[config.mk]
export PLATFORM = sky130hd
export DESIGN_NAME = spq_cell
export DESIGN_NICKNAME = d
export VERILOG_FILES = /design/src/sv/spq_pkg.sv /design/src/sv/spq_cell.sv
export SDC_FILE = /design/constraint.sdc
export NUM_CORES = 1
export LEC_CHECK = 0
export ABC_CLOCK_PERIOD_IN_PS = 4300
export BUFFER_PORTS_ARGS = -buffer_cell sky130_fd_sc_hd__clkbuf_2
export CAP_MARGIN = 5
export CORE_UTILIZATION = 46
export DETAILED_ROUTE_END_ITERATION = 10
export PLACE_DENSITY_LB_ADDON = 0.08
export SLEW_MARGIN = 20
export SYNTH_ARGS = -nofsm -noshare
export SYNTH_HDL_FRONTEND = slang
export SYNTH_SLANG_ARGS = --single-unit
[constraint.sdc]
create_clock -name clk -period 4.3 [get_ports clk]
set_clock_uncertainty 0.05 [all_clocks]
set_input_delay 0.43 -clock clk [delete_from_list [all_inputs] [get_ports clk]]
set_output_delay 0.43 -clock clk [all_outputs]
set_load 0.01 [all_outputs]
[src/sv/spq_pkg.sv]
// Shared types and constants for the sorted priority queue.
package spq_pkg;

  localparam int KEY_W   = 32;
  localparam int COUNT_W = 7;

  // Request operation codes.
  typedef enum logic [0:0] {
    CMD_INSERT = 1'b0,
    CMD_REMOVE = 1'b1
  } cmd_t;

  // Result error codes.
  typedef enum logic [1:0] {
    ERR_NONE  = 2'd0,
    ERR_FULL  = 2'd1,
    ERR_EMPTY = 2'd2
  } err_t;

  // One request as it arrives on the command port.
  typedef struct packed {
    cmd_t                     command;
    logic signed [KEY_W-1:0]  key;
  } req_t;

  // One result as it leaves on the result port.
  typedef struct packed {
    logic signed [KEY_W-1:0]  smallest_key;
    logic                     is_empty;
    logic [COUNT_W-1:0]       entry_count;
    err_t                     error_code;
  } res_t;

  // Control broadcast from the top level to every cell of the row.
  typedef struct packed {
    logic                     ins;
    logic                     rem;
    logic signed [KEY_W-1:0]  key;
  } ctl_t;

endpackage

[src/sv/spq_cell.sv]
// One cell of the sorted row: holds a single key and trades with its neighbors.
module spq_cell (
  input  logic                              clk,
  input  spq_pkg::ctl_t                     ctl,
  input  logic                              occupied,
  input  logic signed [spq_pkg::KEY_W-1:0]  left_entry,
  input  logic                              left_ge,
  input  logic signed [spq_pkg::KEY_W-1:0]  right_entry,
  output logic signed [spq_pkg::KEY_W-1:0]  entry,
  output logic                              ge
);

  // An empty cell acts as if its key were above every request key, so the
  // first empty cell is where a key lands when it is the largest so far.
  assign ge = occupied ? (entry >= ctl.key) : 1'b1;

  // On insert, cells past the landing spot take their left neighbor's key and
  // the landing cell takes the new key; on remove, every cell takes from the right.
  always_ff @(posedge clk) begin
    if (ctl.ins) begin
      if (left_ge) begin
        entry <= left_entry;
      end else if (ge) begin
        entry <= ctl.key;
      end
    end else if (ctl.rem) begin
      entry <= right_entry;
    end
  end

endmodule

==> results.py, run 1 <==
metrics = {
    "outcome": {
        "status": "finished, final reports clean",
    },
    "global_routing": {
        "grt_pass1_wl_microns": 8850,
        "grt_max_degree": 47,
        "antenna_found_initial": 0,
        "grt_pass1_vias": 2090,
        "grt_usage": 0.209,
        "grt.overflow.total": 0,
    },
    "yosys": {
        "ys_types": 29,
        "synth.net_count": 397,
        "ys_ff_latch": 32,
        "ys_async_sr_fraction": 0,
        "yosysSeqAreaShare": 0.386,
        "synth.avg_cell_area_sq_um": 9.44,
        "synth_cells": 264,
        "ys.flop_type": "edfxtp_1",
        "synth_edf_count": 32,
        "ys_warn_count": 0,
        "synthesis.area_sq_um": 2490,
    },
    "cells_and_area": {
        "nNetsFinal": 528,
        "area_growth_pct": 32.5,
        "top_regs": "entry: 32 flops",
        "n_antenna_cell": 0,
        "largest_reg_flops": 32,
        "final_area_sq_um": 3300,
        "regMostFlops": "entry",
        "utilization": 0.639,
        "drive_above_1_share": 0.364,
        "fillers": 466,
    },
    "hold_path": {
        "hp-class": "input pin to flop",
        "worstHoldStart": "right_entry[14]",
    },
    "sta": {
        "tightestPinTransition_ns": 0.939,
        "hold_viol": 0,
        "holdWs_ns": 0.408,
        "finalSetupViolCount": 0,
        "setup_ws_ns": 1.41,
        "slew_viol_final": 0,
        "fin_crit_sh": 0.673,
        "tns_ns": 0,
        "slew_headroom": 0.372,
        "post-route-min-period_ns": 2.89,
        "max_freq_mhz": 346,
        "rsz0062_at_grt": "false",
    },
    "setup_path": {
        "cp.depth": 7,
        "r2r_slack_ns": 1.41,
        "crit_chain": "ha_1 > and4_1 > and2_1 > nand3_1 > nand4_1 > a41o_1 > nor2_4",
        "rr_startpoint": "entry[31]",
        "critPathArrivalTime_ns": 2.75,
        "cp_top_family": "simple AND/OR/NAND/NOR gates",
        "cp_max_fo": 32,
        "cp-startpoint": "entry[31]",
        "crit_type": "flop to flop",
        "cpPeakStageDelay_ns": 0.72,
        "cp.required_ns": 4.16,
        "r2r-end": "entry[29]",
        "cp-start-kind": "flop",
        "cp-end-kind": "flop",
        "path_buf_inv": 0,
        "rr_worst_depth": 7,
        "slowest_stage": "nor2_4",
        "worstSetupEndpoint": "entry[29]",
    },
    "clocking": {
        "numCtsBuffers": 5,
        "post_cts_resized": 0,
        "clk_latency_ns": 0.28,
        "root_buffer": "clkbuf_8",
        "cts_hold_buf": 0,
        "postCtsSetupBuffers": 0,
        "htreeDepth": 2,
        "clock_sinks": 32,
        "clkTransAtPathRegs_ns": 0.06,
        "cts_tree": "yes",
        "clockBufferDepth": 2,
    },
    "route": {
        "vias": 2335,
        "routed_wl_microns": 5780,
        "viasPerCell": 5.01,
        "dr.pass1.iters": 4,
        "wl_per_cell_microns": 12.4,
        "ant_nets": 0,
        "drc": 0,
        "drtIter0Drc": 82,
    },
    "power_and_ir_drop": {
        "p_seq_frac": 0.451,
        "p_per_area_nw_per_um2": 273,
        "pwr-share-clk": 0.244,
        "switching_share": 0.304,
        "leakagePower_nw": 1.74,
        "netSwitchingPower_mw": 0.274,
        "ir_drop_mv": 0.145,
        "p_comb_frac": 0.306,
        "p_int_mw": 0.628,
    },
    "placed_design": {
        "port_buffers": 133,
        "dpl-instance-area_sq_um": 3220,
        "place_hpwl_microns": 4620,
        "dp_worst_setup_slack_ns": 1.26,
        "gp_congestion": 0.757,
    },
    "die": {
        "core_area_sq_um": 5170,
        "pin_count": 134,
        "die_h_microns": 75.6,
        "die_w_microns": 75.6,
        "rows": 26,
        "initial_core_util": 0.482,
        "dieArea_sq_um": 5720,
    },
    "run": {
        "drv_cap": 0,
    },
}
how the worst min path moves through the flow:
stage,cells past startpoint,endpoint
CTS,3,entry[2]
global route,3,entry[14]
detailed placement,3,entry[2]
floorplan,2,entry[30]
global placement,3,entry[11]
finish,3,entry[14]
layout make-up:
| type | count | area, sq um | share of cell area |
|---|---|---|---|
| clock buffers | 7 | 76.3 | 0.0231 |
| multi-input cells | 189 | 1370 | 0.416 |
| clock inverters | 1 | 3.75 | 0.00114 |
| flip-flops and latches | 32 | 961 | 0.291 |
| repair buffers | 135 | 681 | 0.206 |
| inverters | 32 | 120 | 0.0364 |
| well taps | 70 | 87.6 | 0.0265 |
synthesized netlist by cell type, types with 2 or more instances:
cell type,number,area share
a21oi_1,46,0.092
nor2_1,35,0.053
edfxtp_1,32,0.39
ha_1,32,0.16
inv_1,32,0.048
mux2i_1,32,0.13
nand2_1,10,0.015
clkbuf_1,7,0.011
nand4_1,5,0.013
o21ai_0,5,0.010
and4_1,4,0.014
buf_2,3,0.0060
nand3_1,3,0.0060
nand2b_1,2,0.0050
nor4_1,2,0.0050
logic make-up after synthesis:
logic type | after synthesis | share of synthesized area
buf+inv | 43 | 0.0663
compound gates | 57 | 0.127
flops | 32 | 0.386
simple gates | 68 | 0.132
mux | 32 | 0.129
fa+ha+maj | 32 | 0.161
worst min-delay path: cells and delay by family:
family / cells / cell delay, ns
buffers and inverters: 1 / 0.07
AOI/OAI and AO/OA: 1 / 0.09
and+or+nand+nor: 1 / 0.03
metrics by stage:
step / power, mW / cells
floorplan: 0.570 / 264
global placement: 0.683 / 458
detailed placement: 0.690 / 458
CTS: 0.911 / 466
global route: 0.964 / 466
finish: 0.901 / 466
metal layers:
metal  wire, microns  vias up  global-route usage
li1                -     1215                   -
met1            2600     1034               0.254
met2            2730       79               0.365
met3             380        7              0.0516
met4              63        0              0.0679
met5               0        -                   0
cell usage in the layout (no fill, tap or decap):
cell type | synthesis | routed
or3b_1 | 1 | 1
inv_1 | 32 | 32
o211ai_1 | 1 | 1
nor2_1 | 35 | 34
nor2b_1 | 1 | 1
a2111o_1 | 1 | 1
clkbuf_8 | 0 | 5
mux2i_1 | 32 | 32
o21ai_1 | 1 | 1
nor4_1 | 2 | 2
and4_1 | 4 | 4
buf_4 | 0 | 2
o21ai_0 | 5 | 5
clkbuf_1 | 7 | 2
nand2b_1 | 2 | 2
nand3_1 | 3 | 3
nand2_1 | 10 | 10
ha_1 | 32 | 32
a21oi_1 | 46 | 46
clkinv_1 | 0 | 1
nand4_1 | 5 | 5
a41o_1 | 1 | 1
a31oi_2 | 1 | 1
nand3b_1 | 1 | 1
edfxtp_1 | 32 | 32
nor2_4 | 0 | 1
nand4_2 | 1 | 1
nor3b_1 | 1 | 1
nor3_1 | 1 | 1
a221oi_2 | 1 | 1
and2_1 | 1 | 1
clkbuf_2 | 0 | 133
power by group through the flow:
stage          Sequential (mW)  Clock [mW]  Combinational (mW)
2_1_floorplan            0.427           0               0.143
3_5_place_dp             0.413           0               0.277
6_report                 0.406       0.220               0.276
5_1_grt                  0.410       0.241               0.313
4_1_cts                  0.407       0.225               0.279
3_3_place_gp             0.412           0               0.271
Power figures use the tool's default switching activity.
==> run 2: changes to the inputs <==
ABC_AREA = 1   (was unset)
ABC_CLOCK_PERIOD_IN_PS = 2450   (was 4300)
CORE_UTILIZATION = 41   (was 46)
clock period = 2.45 ns   (was 4.3 ns; I/O delays follow)
==> results.py, run 2 <==
metrics = {
    "cells_and_area": {
        "nNetsFinal": 590,
        "layout_commonest_cell": "clkbuf_2",
        "final_cell_mix": "clkbuf_2 (133), nand2_1 (67), o21ai_0 (65)",
        "n_antenna_cell": 0,
        "area_growth_pct": 33.8,
        "regMostFlops": "entry",
        "drive_above_1_share": 0.336,
        "top_regs": "entry: 32 flops",
        "utilization": 0.566,
        "final_area_sq_um": 3350,
        "largest_reg_flops": 32,
    },
    "setup_path": {
        "cp-end-kind": "output pin",
        "cp_top_family": "simple AND/OR/NAND/NOR gates",
        "cp.required_ns": 2.15,
        "critPathArrivalTime_ns": 1.92,
        "cpPeakStageDelay_ns": 0.39,
        "crit_type": "flop to output pin",
        "cp_max_fo": 4,
        "cp-start-kind": "flop",
        "slowest_stage": "edfxtp_1",
        "crit_top_cell": "nand2_1",
        "crit_chain": "ha_1 > nand2_1 > nor2_2 > nand2_2 > nor4_4 > nand2_1 > nand2_1 > nand2_1 > nand3_1 > clkbuf_2",
        "path_buf_inv": 1,
    },
    "route": {
        "drtIter0Drc": 50,
        "drc": 0,
        "routed_wl_microns": 6090,
        "ant_nets": 0,
        "dr.pass1.iters": 4,
        "vias": 2517,
        "wl_per_cell_microns": 11.4,
        "viasPerCell": 4.72,
    },
    "yosys": {
        "synth.net_count": 456,
        "ys_types": 23,
        "ys_ff_latch": 32,
        "yosysSeqAreaShare": 0.384,
        "synth_top_area_share": 0.384,
        "synth.avg_cell_area_sq_um": 7.76,
        "yosysMostFrequentCell": "nand2_1",
        "netlist_top_cells_count": "nand2_1 (67), o21ai_0 (65), inv_1 (42)",
        "ys_async_sr_fraction": 0,
        "ys.flop_type": "edfxtp_1",
        "synth_largest_area_cell": "edfxtp_1",
        "synth_cells": 323,
        "synthesis.area_sq_um": 2500,
        "synthTopCellsByArea": "edfxtp_1 (38%), ha_1 (16%), o21ai_0 (13%), nand2_1 (10%), inv_1 (6.3%)",
        "synth_edf_count": 32,
        "ys_warn_count": 0,
    },
    "clocking": {
        "root_buffer": "clkbuf_8",
        "clk_latency_ns": 0.28,
        "clockBufferDepth": 2,
        "htreeDepth": 2,
        "numCtsBuffers": 5,
        "postCtsSetupBuffers": 0,
        "cts_tree": "yes",
        "clkTransAtPathRegs_ns": 0.06,
        "clock_sinks": 32,
    },
    "sta": {
        "hold_viol": 0,
        "slew_viol_final": 0,
        "finalSetupViolCount": 0,
        "slew_headroom": 0.352,
        "tns_ns": 0,
        "max_freq_mhz": 451,
        "tightestPinTransition_ns": 0.971,
        "rsz0062_at_grt": "false",
        "fin_crit_sh": 0.906,
        "post-route-min-period_ns": 2.22,
        "setup_ws_ns": 0.231,
    },
    "die": {
        "rows": 28,
        "initial_core_util": 0.423,
        "pin_count": 134,
        "die_h_microns": 80.2,
        "dieArea_sq_um": 6430,
        "die_w_microns": 80.2,
        "core_area_sq_um": 5920,
    },
    "global_routing": {
        "grt_pass1_vias": 2262,
        "grt_pass1_wl_microns": 9650,
        "antenna_found_initial": 0,
        "grt_max_degree": 34,
        "grt.overflow.total": 0,
        "grt_usage": 0.195,
    },
    "placed_design": {
        "gp_congestion": 0.745,
        "dp_worst_setup_slack_ns": 0.171,
        "place_hpwl_microns": 4890,
        "port_buffers": 133,
        "dpl-instance-area_sq_um": 3270,
    },
    "run": {
        "drv_cap": 0,
    },
    "power_and_ir_drop": {
        "ir_drop_mv": 0.258,
        "total_power_mw": 1.60,
        "leakagePower_nw": 1.81,
        "p_per_area_nw_per_um2": 478,
    },
    "hold_path": {
        "hp-class": "input pin to flop",
    },
    "outcome": {
        "status": "finished, final reports clean",
    },
}
-- run 2: changes by cell type after synthesis, moves of 4 or more --
| cell | change |
|---|---|
| and4_1 | -4 |
| nand2_1 | +57 |
| nor2_1 | +6 |
| a21oi_1 | -33 |
| clkbuf_1 | +5 |
| inv_1 | +10 |
| o21ai_0 | +60 |
| mux2i_1 | -32 |
-- run 2: kinds of logic (layout without fill, tap and decap cells) --
kind of cell | count (synthesis) | in the layout | synth area share
AOI/OAI and AO/OA | 84 | 84 | 0.174
adders and majority gates | 32 | 32 | 0.160
buffers and inverters | 55 | 190 | 0.0824
DFF | 32 | 32 | 0.384
and+or+nand+nor | 120 | 120 | 0.200
-- run 2: final cells by class --
cell class	instances	area (sq um)
fillers	602	2570
clock buffers	7	76.3
multi-input cells	236	1340
flip-flops and latches	32	961
well taps	75	93.8
inverters	43	165
repair buffers	139	714
clock inverters	1	3.75
-- run 2: power breakdown --
| part | switching [mW] | internal (mW) |
|---|---|---|
| clock | 0.187 | 0.197 |
| sequential | 0.0340 | 0.681 |
| combinational | 0.278 | 0.223 |
| total | 0.500 | 1.10 |
-- run 2: repair_timing --
action                                  CTS  global route
hold buffers                              0             0
resized for setup                         0             1
endpoints found under the setup margin    0            15
-- run 2: worst paths after layout --
kind,startpoint,to,slack (ns),cells past startpoint
setup / recovery,entry[31],ge,0.23,10
hold / removal,right_entry[18],entry[18],0.19,3
setup reg to reg,entry[31],entry[28],0.23,12
hold reg to reg,entry[31],entry[19],1.10,6
-- run 2: routing by layer --
layer,up-vias,track usage,share of wire
met2,85,0.338,0.48
li1,1346,-,-
met4,0,0.0482,0.0099
met3,6,0.0477,0.071
met5,-,0,0
met1,1080,0.241,0.44
-- run 2: per-stage QoR --
step	hold slack [ns]	cells
floorplan	0.386	323
detailed placement	0.480	525
finish	0.186	533
global placement	0.481	525
CTS	0.181	533
global route	0.188	533
-- run 2: tightest hold or removal path, stage by stage --
cell	delay [ns]
clkbuf_2	0.07
nand2_1	0.04
o21ai_0	0.05
==> run 3: changes to the inputs <==
ABC_CLOCK_PERIOD_IN_PS = 2710   (was 2450)
CORE_UTILIZATION = 49   (was 41)
clock period = 2.71 ns   (was 2.45 ns; I/O delays follow)
==> results.py, run 3 (synthesis results as in run 2) <==
metrics = {
    "power_and_ir_drop": {
        "p_per_area_nw_per_um2": 438,
        "leakagePower_nw": 1.82,
        "ir_drop_mv": 0.314,
    },
    "clocking": {
        "root_buffer": "clkbuf_8",
        "clk_latency_ns": 0.28,
        "postCtsSetupBuffers": 0,
        "clock_sinks": 32,
        "clockBufferDepth": 2,
        "clkTransAtPathRegs_ns": 0.07,
        "htreeDepth": 2,
        "cts_tree": "yes",
        "cts_hold_buf": 0,
        "post_cts_resized": 0,
        "numCtsBuffers": 5,
    },
    "cells_and_area": {
        "largest_reg_flops": 32,
        "drive_above_1_share": 0.336,
        "regMostFlops": "entry",
        "top_regs": "entry: 32 flops",
        "area_growth_pct": 33.4,
        "final_cell_mix": "clkbuf_2 (133), nand2_1 (67), o21ai_0 (65)",
        "nNetsFinal": 591,
        "layout_commonest_cell": "clkbuf_2",
        "n_antenna_cell": 0,
        "utilization": 0.694,
    },
    "setup_path": {
        "crit_chain": "ha_1 > nand2_1 > nor2_2 > nand2_2 > nor4_4 > nand2_1 > nand2_1 > nand2_1 > nand4_1 > nand2_1 > inv_1 > buf_4",
        "cp_max_fo": 22,
        "cpPeakStageDelay_ns": 0.40,
        "cp-end-kind": "flop",
        "critPathArrivalTime_ns": 2.23,
        "cp-start-kind": "flop",
        "crit_type": "flop to flop",
        "slowest_stage": "edfxtp_1",
        "crit_top_cell": "nand2_1",
        "cp.required_ns": 2.62,
    },
    "hold_path": {
        "hp-class": "input pin to flop",
    },
    "sta": {
        "tns_ns": 0,
        "tightestPinTransition_ns": 0.451,
        "setup_ws_ns": 0.389,
        "rsz0062_at_grt": "false",
        "max_freq_mhz": 431,
        "slew_headroom": 0.699,
        "hold_viol": 0,
        "finalSetupViolCount": 0,
        "fin_crit_sh": 0.856,
        "slew_viol_final": 0,
        "post-route-min-period_ns": 2.32,
    },
    "die": {
        "die_w_microns": 73.5,
        "dieArea_sq_um": 5400,
        "core_area_sq_um": 4820,
        "die_h_microns": 73.5,
        "pin_count": 134,
        "initial_core_util": 0.520,
        "rows": 25,
    },
    "route": {
        "dr.pass1.iters": 4,
        "routed_wl_microns": 6430,
        "drtIter0Drc": 154,
        "viasPerCell": 4.99,
        "ant_nets": 0,
        "vias": 2627,
        "drc": 0,
        "wl_per_cell_microns": 12.2,
    },
    "global_routing": {
        "grt_pass1_vias": 2399,
        "grt_pass1_wl_microns": 10400,
        "grt_usage": 0.254,
        "grt_max_degree": 33,
        "grt.overflow.total": 0,
        "antenna_found_initial": 0,
    },
    "placed_design": {
        "place_hpwl_microns": 5030,
        "gp_congestion": 0.785,
        "dp_worst_setup_slack_ns": 0.410,
        "port_buffers": 133,
    },
    "outcome": {
        "status": "finished, final reports clean",
    },
    "run": {
        "drv_cap": 0,
    },
}
## run 3: cell types whose count changed in the layout (fill, tap and decap cells not counted)
| cell | change |
|---|---|
| clkinvlp_4 | -1 |
| inv_1 | +1 |
| buf_4 | +2 |
| buf_6 | -1 |
## run 3: per-stage QoR
step	cell area [sq um]	instances	hold WS, ns	power [mW]
5_1_grt	3340	526	0.217	1.56
4_1_cts	3340	526	0.210	1.48
3_3_place_gp	3260	518	0.498	1.10
2_1_floorplan	2500	323	0.412	0.914
6_report	3340	526	0.213	1.46
3_5_place_dp	3260	518	0.507	1.11
## run 3: per-layer routing
metal | wire (microns) | up-vias | track usage
met1 | 2900 | 1164 | 0.315
li1 | - | 1349 | -
met5 | 0 | - | 0
met4 | 64 | 0 | 0.0769
met3 | 391 | 7 | 0.0549
met2 | 3070 | 107 | 0.439
## run 3: layout make-up
class / instances / area (sq um)
tap: 67 / 83.8
clock buffer: 7 / 76.3
sequential: 32 / 961
timing repair buffer: 140 / 718
clock inverter: 1 / 3.75
multi-input combinational: 236 / 1340
inverter: 43 / 161
fill: 428 / 1480
## run 3: worst max-delay path: cells and delay by family (launching register included)
family / cells / cell delay [ns]
fa+ha+maj: 1 / 0.35
buf+inv: 2 / 0.37
flops: 1 / 0.40
simple gates: 9 / 0.81
## run 3: worst paths after layout
path | cells after the start | end | from | slack [ns]
setup / recovery | 12 | entry[3] | entry[31] | 0.39
hold reg to reg | 6 | entry[15] | entry[31] | 1.09
setup reg to reg | 12 | entry[3] | entry[31] | 0.39
hold / removal | 3 | entry[10] | right_entry[10] | 0.21
## run 3: power breakdown
part           internal, mW  switching (mW)
Clock                 0.179           0.181
Combinational         0.201           0.255
Sequential            0.616          0.0308
